--- src/rtl/ddau_pkg.sv ---
// Shared types, codes and calendar constants of the decimal date arithmetic unit.
package ddau_pkg;

    // Request kinds.
    localparam logic [2:0] K_VALIDATE = 3'd0;
    localparam logic [2:0] K_WEEKDAY  = 3'd1;
    localparam logic [2:0] K_NEXT     = 3'd2;
    localparam logic [2:0] K_PREV     = 3'd3;
    localparam logic [2:0] K_ADD      = 3'd4;
    localparam logic [2:0] K_DIFF     = 3'd5;

    // Day number of 1900-01-01 counted from 0000-03-01, and the last legal day number.
    localparam logic [22:0] DN_EPOCH  = 23'd693901;
    localparam logic [22:0] DN_LAST   = 23'd2958463;
    // Days in one 400-year cycle.
    localparam logic [21:0] ERA_DAYS  = 22'd146097;
    // Bit count of the binary to decimal conversion.
    localparam logic [4:0]  BCD_STEPS = 5'd27;

    typedef struct packed {
        logic [2:0]  kind;
        logic [26:0] date_value;
        logic [26:0] other_date;
        logic [21:0] day_offset;
    } t_req;

    typedef struct packed {
        logic [26:0] result_date;
        logic [2:0]  weekday;
        logic        date_ok;
        logic [21:0] day_span;
        logic        fault;
    } t_res;

    typedef enum logic [3:0] {
        DP_NOP, DP_LOAD, DP_BCD, DP_DECODE, DP_DAYNUM, DP_ARITH,
        DP_ERA, DP_YOE1, DP_YOE2, DP_YOE3, DP_MONTH, DP_PACK
    } t_dp_op;

    typedef struct packed {
        t_dp_op op;
        logic   sel_b;
    } t_dp_cmd;

    typedef struct packed {
        logic dual;
        logic pack;
        logic era_done;
    } t_dp_stat;

    // First day of year of each month in a March-based year (index 0 is March).
    function automatic logic [8:0] month_start(input logic [3:0] mp);
        logic [8:0] v;
        unique case (mp)
            4'd0:    v = 9'd0;
            4'd1:    v = 9'd31;
            4'd2:    v = 9'd61;
            4'd3:    v = 9'd92;
            4'd4:    v = 9'd122;
            4'd5:    v = 9'd153;
            4'd6:    v = 9'd184;
            4'd7:    v = 9'd214;
            4'd8:    v = 9'd245;
            4'd9:    v = 9'd275;
            4'd10:   v = 9'd306;
            4'd11:   v = 9'd337;
            default: v = 9'd0;
        endcase
        return v;
    endfunction

    // March-based month index of a calendar month.
    function automatic logic [3:0] march_index(input logic [3:0] m);
        logic [3:0] v;
        v = (m > 4'd2) ? m - 4'd3 : m + 4'd9;
        return v;
    endfunction

endpackage

--- src/rtl/decimal_date_arithmetic_unit.sv ---
// Top level of the decimal date arithmetic unit: controller and datapath.
//
// Usage: drive i_req and raise start while busy is low; the request is taken
// at that clock edge and busy rises on the next cycle. The dates are decimal
// numbers YYYYMMDD. The answer on o_res is marked by o_valid, high for
// exactly one cycle, and busy falls right after it.
// Operation: each date is converted to decimal digits one bit a cycle,
// decoded and turned into a day number; a difference converts both
// dates. A result date is rebuilt through an era search that subtracts one
// 400-year cycle per cycle, then five fixed steps. One request is in work
// at a time; the next is taken the cycle after the strobe. The receiver
// cannot stall the result; it must take it in the strobe cycle. Synchronous
// reset returns the unit to idle at once.
module decimal_date_arithmetic_unit
    import ddau_pkg::*;
(
    input  logic i_clk,
    input  logic i_rst_n,
    input  logic start,
    output logic busy,
    input  t_req i_req,
    output logic o_valid,
    output t_res o_res
);

    t_dp_cmd  cmd;
    t_dp_stat stat;

    ddau_ctrl u_ctrl (
        .i_clk   (i_clk),
        .i_rst_n (i_rst_n),
        .i_start (start),
        .i_stat  (stat),
        .o_cmd   (cmd),
        .o_busy  (busy),
        .o_valid (o_valid)
    );

    ddau_dp u_dp (
        .i_clk  (i_clk),
        .i_req  (i_req),
        .i_cmd  (cmd),
        .o_stat (stat),
        .o_res  (o_res)
    );

endmodule

--- src/rtl/ddau_dp.sv ---
// Datapath: decimal conversion, day number arithmetic and conversion back to a date.
module ddau_dp
    import ddau_pkg::*;
(
    input  logic     i_clk,
    input  t_req     i_req,
    input  t_dp_cmd  i_cmd,
    output t_dp_stat o_stat,
    output t_res     o_res
);

    logic [2:0]  r_kind;
    logic [26:0] r_a, r_b, r_bin;
    logic [21:0] r_off;
    logic [31:0] r_bcd;
    logic [13:0] r_y;
    logic [3:0]  r_m;
    logic [4:0]  r_d;
    logic        r_dec_ok;
    logic [21:0] r_dn_a, r_dn_b;
    logic        r_ok_a, r_ok_b;
    logic        r_fault, r_pack;
    logic [2:0]  r_wd;
    logic [21:0] r_span;
    logic [26:0] r_res;
    logic [21:0] r_z;
    logic [4:0]  r_era;
    logic [35:0] r_p1, r_p2;
    logic [2:0]  r_c36;
    logic        r_c146;
    logic [8:0]  r_yoe, r_doy;

    // Add-3 correction of every decimal digit before each shift.
    logic [31:0] bcd_adj;
    always_comb begin
        for (int i = 0; i < 8; i++) begin
            bcd_adj[4*i +: 4] = (r_bcd[4*i +: 4] >= 4'd5) ? r_bcd[4*i +: 4] + 4'd3
                                                            : r_bcd[4*i +: 4];
        end
    end

    // Field split and validity check of the converted date.
    logic [3:0]  dg [8];
    logic [13:0] dec_y;
    logic [6:0]  dec_m, dec_d, cent;
    logic        c100, leap, in_rng, dec_ok;
    logic [26:0] src;
    always_comb begin
        for (int i = 0; i < 8; i++) begin
            dg[i] = r_bcd[4*i +: 4];
        end
        dec_y  = 14'(dg[7]) * 14'd1000 + 14'(dg[6]) * 14'd100 + 14'(dg[5]) * 14'd10
                 + 14'(dg[4]);
        dec_m  = 7'(dg[3]) * 7'd10 + 7'(dg[2]);
        dec_d  = 7'(dg[1]) * 7'd10 + 7'(dg[0]);
        cent   = 7'(dg[7]) * 7'd10 + 7'(dg[6]);
        c100   = (dg[5] == 4'd0) && (dg[4] == 4'd0);
        leap   = ((dec_y[1:0] == 2'd0) && !c100) || (c100 && (cent[1:0] == 2'd0));
        src    = i_cmd.sel_b ? r_b : r_a;
        in_rng = (src >= 27'd10000000) && (src <= 27'd99999999);
        dec_ok = in_rng && (dec_y >= 14'd1900) && (dec_y <= 14'd9999)
                 && (dec_m >= 7'd1) && (dec_m <= 7'd12) && (dec_d >= 7'd1) && (dec_d <= 7'd31)
                 && !((dec_m == 7'd2) && (dec_d > 7'd29))
                 && !((dec_m == 7'd2) && (dec_d == 7'd29) && !leap)
                 && !((dec_d == 7'd31) && ((dec_m == 7'd4) || (dec_m == 7'd6)
                      || (dec_m == 7'd9) || (dec_m == 7'd11)));
    end

    // Day number of the decoded date, years counted from March.
    logic [13:0] yb;
    logic [26:0] q_prod;
    logic [6:0]  q100;
    logic [22:0] abs_dn;
    logic [21:0] dn_calc;
    always_comb begin
        yb      = r_y - 14'(r_m <= 4'd2);
        q_prod  = 27'(yb) * 27'd5243;
        q100    = 7'(q_prod >> 19);
        abs_dn  = 23'(yb) * 23'd365 + 23'(yb[13:2]) - 23'(q100) + 23'(q100[6:2])
                  + 23'(month_start(march_index(r_m))) + 23'(r_d) - 23'd1;
        dn_calc = 22'(abs_dn - DN_EPOCH);
    end

    // Operation select, range checks and weekday.
    logic [22:0] dn_sum, dn_target;
    logic [23:0] wx;
    logic [5:0]  s1;
    logic [3:0]  s2;
    logic [2:0]  wd_calc;
    logic        n_fault, n_pack;
    logic [2:0]  n_wd;
    logic [21:0] n_span;
    always_comb begin
        dn_sum = 23'(r_dn_a) + ((r_kind == K_NEXT) ? 23'd1 : 23'(r_off));
        wx     = 24'(r_dn_a) + 24'd1;
        s1     = '0;
        for (int i = 0; i < 8; i++) begin
            s1 = s1 + 6'(wx[3*i +: 3]);
        end
        s2      = 4'(s1[5:3]) + 4'(s1[2:0]);
        wd_calc = (s2 >= 4'd14) ? 3'd0 : (s2 >= 4'd7) ? 3'(s2 - 4'd7) : 3'(s2);
        n_fault   = 1'b0;
        n_pack    = 1'b0;
        n_wd      = 3'd0;
        n_span    = 22'd0;
        dn_target = dn_sum;
        unique case (r_kind)
            K_VALIDATE: n_fault = 1'b0;
            K_WEEKDAY: begin
                if (r_ok_a) n_wd = wd_calc;
                else        n_fault = 1'b1;
            end
            K_NEXT, K_ADD: begin
                if (!r_ok_a || (dn_sum > DN_LAST)) n_fault = 1'b1;
                else                               n_pack = 1'b1;
            end
            K_PREV: begin
                dn_target = 23'(r_dn_a) - 23'd1;
                if (!r_ok_a || (r_dn_a == 22'd0)) n_fault = 1'b1;
                else                              n_pack = 1'b1;
            end
            K_DIFF: begin
                if (!r_ok_a || !r_ok_b)   n_fault = 1'b1;
                else if (r_dn_a > r_dn_b) n_span = r_dn_a - r_dn_b;
                else                      n_span = r_dn_b - r_dn_a;
            end
            default: n_fault = 1'b1;
        endcase
    end

    // Year of era from the day of era.
    logic [17:0] doe, yt;
    logic [8:0]  yoe;
    logic [1:0]  yq100;
    logic [17:0] doy_full;
    always_comb begin
        doe      = r_z[17:0];
        yt       = doe - 18'(r_p1 >> 28) + 18'(r_c36) - 18'(r_c146);
        yoe      = 9'(r_p2 >> 26);
        yq100    = (yoe >= 9'd300) ? 2'd3 : (yoe >= 9'd200) ? 2'd2
                 : (yoe >= 9'd100) ? 2'd1 : 2'd0;
        doy_full = doe - (18'(yoe) * 18'd365 + 18'(yoe[8:2]) - 18'(yq100));
    end

    // Month and day from the day of year.
    logic [3:0]  mp;
    logic [3:0]  mm;
    logic [4:0]  dd;
    logic [13:0] yy;
    always_comb begin
        mp = 4'd0;
        for (int i = 1; i < 12; i++) begin
            mp = mp + 4'(r_doy >= month_start(4'(i)));
        end
        dd = 5'(r_doy - month_start(mp) + 9'd1);
        mm = (mp < 4'd10) ? mp + 4'd3 : mp - 4'd9;
        yy = 14'(r_yoe) + 14'(r_era) * 14'd400 + 14'(mm <= 4'd2);
    end

    // Datapath registers, advanced by the controller's command.
    always_ff @(posedge i_clk) begin
        unique case (i_cmd.op)
            DP_NOP: ;
            DP_LOAD: begin
                r_kind <= i_req.kind;
                r_a    <= i_req.date_value;
                r_b    <= i_req.other_date;
                r_off  <= i_req.day_offset;
                r_bin  <= i_req.date_value;
                r_bcd  <= '0;
            end
            DP_BCD: begin
                r_bin <= {r_bin[25:0], 1'b0};
                r_bcd <= {bcd_adj[30:0], r_bin[26]};
            end
            DP_DECODE: begin
                r_y      <= dec_y;
                r_m      <= dec_m[3:0];
                r_d      <= dec_d[4:0];
                r_dec_ok <= dec_ok;
            end
            DP_DAYNUM: begin
                if (i_cmd.sel_b) begin
                    r_dn_b <= dn_calc;
                    r_ok_b <= r_dec_ok;
                end else begin
                    r_dn_a <= dn_calc;
                    r_ok_a <= r_dec_ok;
                end
                r_bin <= r_b;
                r_bcd <= '0;
            end
            DP_ARITH: begin
                r_fault <= n_fault;
                r_pack  <= n_pack;
                r_wd    <= n_wd;
                r_span  <= n_span;
                r_res   <= '0;
                r_z     <= 22'(dn_target + DN_EPOCH);
                r_era   <= '0;
            end
            DP_ERA: begin
                if (r_z >= ERA_DAYS) begin
                    r_z   <= r_z - ERA_DAYS;
                    r_era <= r_era + 5'd1;
                end
            end
            DP_YOE1: begin
                r_p1   <= 36'(doe) * 36'd183861;
                r_c36  <= 3'(doe >= 18'd36524) + 3'(doe >= 18'd73048)
                        + 3'(doe >= 18'd109572) + 3'(doe >= 18'd146096);
                r_c146 <= (doe == 18'd146096);
            end
            DP_YOE2: r_p2 <= 36'(yt) * 36'd183860;
            DP_YOE3: begin
                r_yoe <= yoe;
                r_doy <= doy_full[8:0];
            end
            DP_MONTH: begin
                r_y <= yy;
                r_m <= mm;
                r_d <= dd;
            end
            DP_PACK: r_res <= 27'(r_y) * 27'd10000 + 27'(r_m) * 27'd100 + 27'(r_d);
            default: ;
        endcase
    end

    assign o_stat.dual     = (r_kind == K_DIFF);
    assign o_stat.pack     = r_pack;
    assign o_stat.era_done = (r_z < ERA_DAYS);

    assign o_res.result_date = r_res;
    assign o_res.weekday     = r_wd;
    assign o_res.date_ok     = r_ok_a;
    assign o_res.day_span    = r_span;
    assign o_res.fault       = r_fault;

endmodule

--- src/rtl/ddau_ctrl.sv ---
// Controller: sequences the datapath through conversion, arithmetic and packing.
module ddau_ctrl
    import ddau_pkg::*;
(
    input  logic     i_clk,
    input  logic     i_rst_n,
    input  logic     i_start,
    input  t_dp_stat i_stat,
    output t_dp_cmd  o_cmd,
    output logic     o_busy,
    output logic     o_valid
);

    typedef enum logic [3:0] {
        S_IDLE, S_BCD_A, S_DEC_A, S_DN_A, S_BCD_B, S_DEC_B, S_DN_B, S_ARITH,
        S_ERA, S_YOE1, S_YOE2, S_YOE3, S_MONTH, S_PACK, S_DONE
    } t_state;

    t_state     r_state;
    logic [4:0] r_cnt;

    // State register and conversion step counter.
    always_ff @(posedge i_clk) begin
        if (!i_rst_n) begin
            r_state <= S_IDLE;
            r_cnt   <= '0;
        end else begin
            unique case (r_state)
                S_IDLE: begin
                    r_cnt <= '0;
                    if (i_start) r_state <= S_BCD_A;
                end
                S_BCD_A, S_BCD_B: begin
                    if (r_cnt == BCD_STEPS - 5'd1) begin
                        r_cnt   <= '0;
                        r_state <= (r_state == S_BCD_A) ? S_DEC_A : S_DEC_B;
                    end else begin
                        r_cnt <= r_cnt + 5'd1;
                    end
                end
                S_DEC_A: r_state <= S_DN_A;
                S_DN_A:  r_state <= i_stat.dual ? S_BCD_B : S_ARITH;
                S_DEC_B: r_state <= S_DN_B;
                S_DN_B:  r_state <= S_ARITH;
                S_ARITH: r_state <= S_ERA;
                S_ERA: begin
                    if (!i_stat.pack)         r_state <= S_DONE;
                    else if (i_stat.era_done) r_state <= S_YOE1;
                end
                S_YOE1:  r_state <= S_YOE2;
                S_YOE2:  r_state <= S_YOE3;
                S_YOE3:  r_state <= S_MONTH;
                S_MONTH: r_state <= S_PACK;
                S_PACK:  r_state <= S_DONE;
                S_DONE:  r_state <= S_IDLE;
                default: r_state <= S_IDLE;
            endcase
        end
    end

    // Datapath command for each state.
    always_comb begin
        o_cmd.sel_b = 1'b0;
        unique case (r_state)
            S_IDLE:           o_cmd.op = i_start ? DP_LOAD : DP_NOP;
            S_BCD_A, S_BCD_B: o_cmd.op = DP_BCD;
            S_DEC_A:          o_cmd.op = DP_DECODE;
            S_DN_A:           o_cmd.op = DP_DAYNUM;
            S_DEC_B: begin
                o_cmd.op    = DP_DECODE;
                o_cmd.sel_b = 1'b1;
            end
            S_DN_B: begin
                o_cmd.op    = DP_DAYNUM;
                o_cmd.sel_b = 1'b1;
            end
            S_ARITH:          o_cmd.op = DP_ARITH;
            S_ERA:            o_cmd.op = DP_ERA;
            S_YOE1:           o_cmd.op = DP_YOE1;
            S_YOE2:           o_cmd.op = DP_YOE2;
            S_YOE3:           o_cmd.op = DP_YOE3;
            S_MONTH:          o_cmd.op = DP_MONTH;
            S_PACK:           o_cmd.op = DP_PACK;
            default:          o_cmd.op = DP_NOP;
        endcase
    end

    assign o_busy  = (r_state != S_IDLE);
    assign o_valid = (r_state == S_DONE);

    // The result strobe lasts one cycle and the unit returns to idle.
    a_done_idle: assert property (@(posedge i_clk) disable iff (!i_rst_n)
        (r_state == S_DONE) |=> (r_state == S_IDLE))
        else $error("result strobe not followed by idle");

    // A request taken in idle starts the first conversion.
    a_start: assert property (@(posedge i_clk) disable iff (!i_rst_n)
        (r_state == S_IDLE && i_start) |=> (r_state == S_BCD_A))
        else $error("request not started");

    // The conversion counter stays within the bit count.
    a_cnt: assert property (@(posedge i_clk) disable iff (!i_rst_n)
        r_cnt < BCD_STEPS)
        else $error("conversion counter overrun");

    // A single-date request goes from its day number straight to the arithmetic step.
    a_single: assert property (@(posedge i_clk) disable iff (!i_rst_n)
        (r_state == S_DN_A && !i_stat.dual) |=> (r_state == S_ARITH))
        else $error("single-date request took the second conversion");

endmodule

--- config.mk ---
export PLATFORM = sky130hd
export DESIGN_NAME = decimal_date_arithmetic_unit
export DESIGN_NICKNAME = d
export VERILOG_FILES = /design/src/rtl/ddau_pkg.sv /design/src/rtl/decimal_date_arithmetic_unit.sv /design/src/rtl/ddau_dp.sv /design/src/rtl/ddau_ctrl.sv
export SDC_FILE = /design/constraint.sdc
export NUM_CORES = 2
export LEC_CHECK = 0
export BUFFER_PORTS_ARGS = -buffer_cell sky130_fd_sc_hd__buf_2
export CORE_AREA = 5 5 352 354
export CTS_CLUSTER_DIAMETER = 120
export DETAILED_ROUTE_END_ITERATION = 10
export DIE_AREA = 0 0 357 359
export GPL_ROUTABILITY_DRIVEN = 0
export SLEW_MARGIN = 20
export SYNTH_ARGS = -nofsm -noshare
export SYNTH_HDL_FRONTEND = slang
export SYNTH_HIERARCHICAL = 1
export SYNTH_SLANG_ARGS = --single-unit
--- constraint.sdc ---
create_clock -name i_clk -period 18.75 [get_ports i_clk]
set_input_delay 1.875 -clock i_clk [delete_from_list [all_inputs] [get_ports i_clk]]
set_output_delay 1.875 -clock i_clk [all_outputs]
set_load 0.05 [all_outputs]
==> impl_metrics.csv <==
group,metric,value,unit
outcome,status,"complete, no violations",
sta,min_period_over_period,0.751,
setup_path,crit_top_cell,"fa_1",
yosys,synth_cell_types,100,
yosys,synth_common_cells,"inv_1, ha_1, fa_1",
yosys,synth-xor-area-share,0.0571,
sta,skew,0.0784,ns
worst_hold_path,hold_end,"u_dp/r_bin[5]",
clock_tree,clock-root-buffer,"clkbuf_16",
floorplan,io_pins,138,
yosys,synth_top_family_by_area,"adder cells",
clock_tree,ctsResizeCount,0,
detailed_routing,via_per_inst,5.08,
global_route,grtUsageTotal,0.179,
yosys,synth_adder_area_share,0.438,
floorplan,start_util,0.395,
yosys,synth.top_cell.area_share,0.238,
yosys,synth_area_leaders,"ha_1, edfxtp_1, fa_1",
clock_tree,cts.reportedPaths.clkPinSlew,0.06,ns
yosys,synth_fp_nets,6298,
finish,layout.nets,6444,
setup_path,arrival,14.40,ns
sta,slew_violations,0,
detailed_routing,drtIter0Drc,1949,
sta,tightest_slew,0.982,ns
detailed_routing,wl,114000,um
clock_tree,htreeDepth,2,
clock_tree,cts_buffers,44,
placed_design,hpwlAfterDp,94600,um
floorplan,die_x,357,um
global_route,overflow,0,
yosys,synth_most_common_cell,"inv_1",
floorplan,coreArea,121000,um2
finish,areaGrowthSynthToFinish,8.67,%
sta,finalSetupViolations,0,
yosys,synth_flop_cell,"edfxtp_1",
setup_path,slowest_stage,"xnor2_1",
sta,slew_headroom,0.345,
clock_tree,clock_sinks,337,
floorplan,die_h,359,um
flow_run,drv_cap,0,
setup_path,worstSetupStartpointType,"flop",
setup_path,reg2regPathDepth,48,
setup_path,worst-path-max-fanout,10,
detailed_routing,route.detailed.drc,0,
yosys,syn_inst,4831,
finish,post-route-util,0.430,
yosys,yosys.area_share.simple,0.0939,
worst_hold_path,hp-start,"u_dp/r_bin[4]",
global_route,grt_pass1_vias,34800,
setup_path,rr_endpoint,"u_dp/r_dn_b[20]",
setup_path,max_stage_delay,0.77,ns
sta,period_minus_slack,14.07,ns
clock_tree,cts_tree,"built",
worst_hold_path,holdCritPathClass,"flop to flop",
yosys,synth_top_area_cell,"ha_1",
global_route,grt_max_degree,56,
yosys,muxShareOfSynthArea,0.00658,
clock_tree,cts_buffer_depth,3,
yosys,synth_seq_cells,337,
clock_tree,postCtsSetupRepairBufs,0,
global_route,grt_pass1_wl,185000,um
sta,fin_tns_setup,0,ns
clock_tree,clkLatencyLatePin,0.66,ns
global_route,antenna_found_initial,8,
yosys,synth_async_sr_flop_share,0,
yosys,seq_area_frac_synth,0.210,
yosys,avgSynthCellArea,9.88,um2
yosys,synth-edff-count,328,
floorplan,dieArea,128000,um2
setup_path,required,19.08,ns
detailed_routing,wire_per_inst,17.2,um
setup_path,rrSetupSlack,4.68,ns
yosys,yosys_warnings,6,
finish,drive_above_1_share,0.0637,
clock_tree,ctsHoldBuffers,0,
sta,max_freq,71.0,MHz
setup_path,worstReg2RegStart,"u_dp/r_m[0]",
setup_path,path_class,"flop to flop",
detailed_routing,num_vias,33700,
sta,rsz0062_at_grt,"false",
yosys,syn_area,47700,um2
floorplan,fp-row-count,128,
placed_design,numPortBuffers,137,
worst_hold_path,hold_depth,2,
detailed_routing,ant_nets,0,
setup_path,endpoint_kind,"flop",
yosys,synth_compound_area_frac,0.108,
sta,final_hold_viol_count,0,
detailed_routing,first_pass_iters,5,
==> metrics by stage <==
| stage | cells | setup WS (ns) | area [um2] | hold slack [ns] |
|---|---|---|---|---|
| finish | 6638 | 4.68 | 51900 | 0.535 |
| global route | 6634 | 3.84 | 51900 | 0.554 |
| CTS | 6633 | 4.78 | 51900 | 0.536 |
| detailed placement | 6556 | 4.85 | 50500 | 0.490 |
| global placement | 6556 | 5.08 | 50500 | 0.497 |
| floorplan | 4831 | 6.22 | 47700 | 0.421 |
==> sequential cells by signal (all words and copies together) (netlist names), 22 cells and up <==
signal	cells
u_dp/r_res	27
u_dp/r_off	22
u_dp/r_dn_a	22
u_dp/r_b	27
u_dp/r_z	22
u_dp/r_dn_b	22
u_dp/r_bcd	32
u_dp/r_a	27
u_dp/r_bin	27
u_dp/r_span	22
==> kinds of logic after synthesis <==
| kind of cell | Yosys count |
|---|---|
| XOR/XNOR | 308 |
| adder cells (fa/ha/maj) | 1386 |
| multiplexers | 31 |
| AND/OR/NAND/NOR | 907 |
| AO/OA/AOI/OAI | 786 |
| buffers and inverters | 1076 |
| flip-flops | 337 |
==> worst max-delay path, delay by kind of cell (launching register included) <==
kind / cells / cell delay (ns)
buffers and inverters: 7 / 0.73
XOR/XNOR: 3 / 1.21
flip-flops: 1 / 0.54
adder cells (fa/ha/maj): 15 / 6.35
AO/OA/AOI/OAI: 16 / 4.02
AND/OR/NAND/NOR: 7 / 0.95
==> per-layer routing <==
layer / global-route usage / share of wire / vias up / wire [um]
met1: 0.239 / 0.45 / 16400 / 51500
met5: 0 / 0.00011 / - / 13
met2: 0.299 / 0.47 / 684 / 53400
li1: - / - / 16400 / -
met4: 0.0456 / 0.027 / 2 / 3140
met3: 0.0332 / 0.055 / 144 / 6240
==> cells in the final DEF (no fill, tap or decap), types with 10 or more instances in the layout <==
cell and n:
clkinv_1 10, inv_1 987, clkbuf_16 44, xnor2_1 221
a21o_1 85, a31oi_1 30, xor2_1 85, o21ai_0 148
a22oi_1 30, nor2b_1 54, o21a_1 24, edfxtp_1 328
a21oi_1 224, and2_1 31, or3_1 26, a211oi_1 37
fa_1 478, mux2i_1 28, nand4_1 30, nand2_1 241
buf_4 51, nor2_1 218, or2_2 17, nor3_1 75
o21bai_1 31, and3_1 35, buf_2 137, a21boi_0 12
nor4_1 12, nand3_1 71, ha_1 907, o211ai_1 20
o31ai_1 14, nand2b_1 40
==> worst max-delay path by stage <==
stage          slack [ns]               to  cells after the start        start
3_3_place_gp         5.08  u_dp/r_dn_a[20]                     48  u_dp/r_m[0]
6_report             4.68  u_dp/r_dn_b[20]                     48  u_dp/r_m[0]
3_5_place_dp         4.85  u_dp/r_dn_b[20]                     48  u_dp/r_m[0]
4_1_cts              4.78  u_dp/r_dn_b[20]                     48  u_dp/r_m[0]
2_1_floorplan        6.22  u_dp/r_dn_a[20]                     49  u_dp/r_m[0]
5_1_grt              3.84  u_dp/r_dn_b[20]                     48  u_dp/r_m[0]
==> final cells by class <==
class,count,area (um2)
fillers,11800,68900
multi-input cells,3418,33700
flip-flops and latches,337,10000
inverters,988,3710
well taps,1625,2030
clock buffers,50,1120
repair buffers,188,1070
clock inverters,27,233
diodes,5,12.5
Power is not shown: default switching activity piles up to over one toggle a cycle in this logic, so the estimate is an artifact.
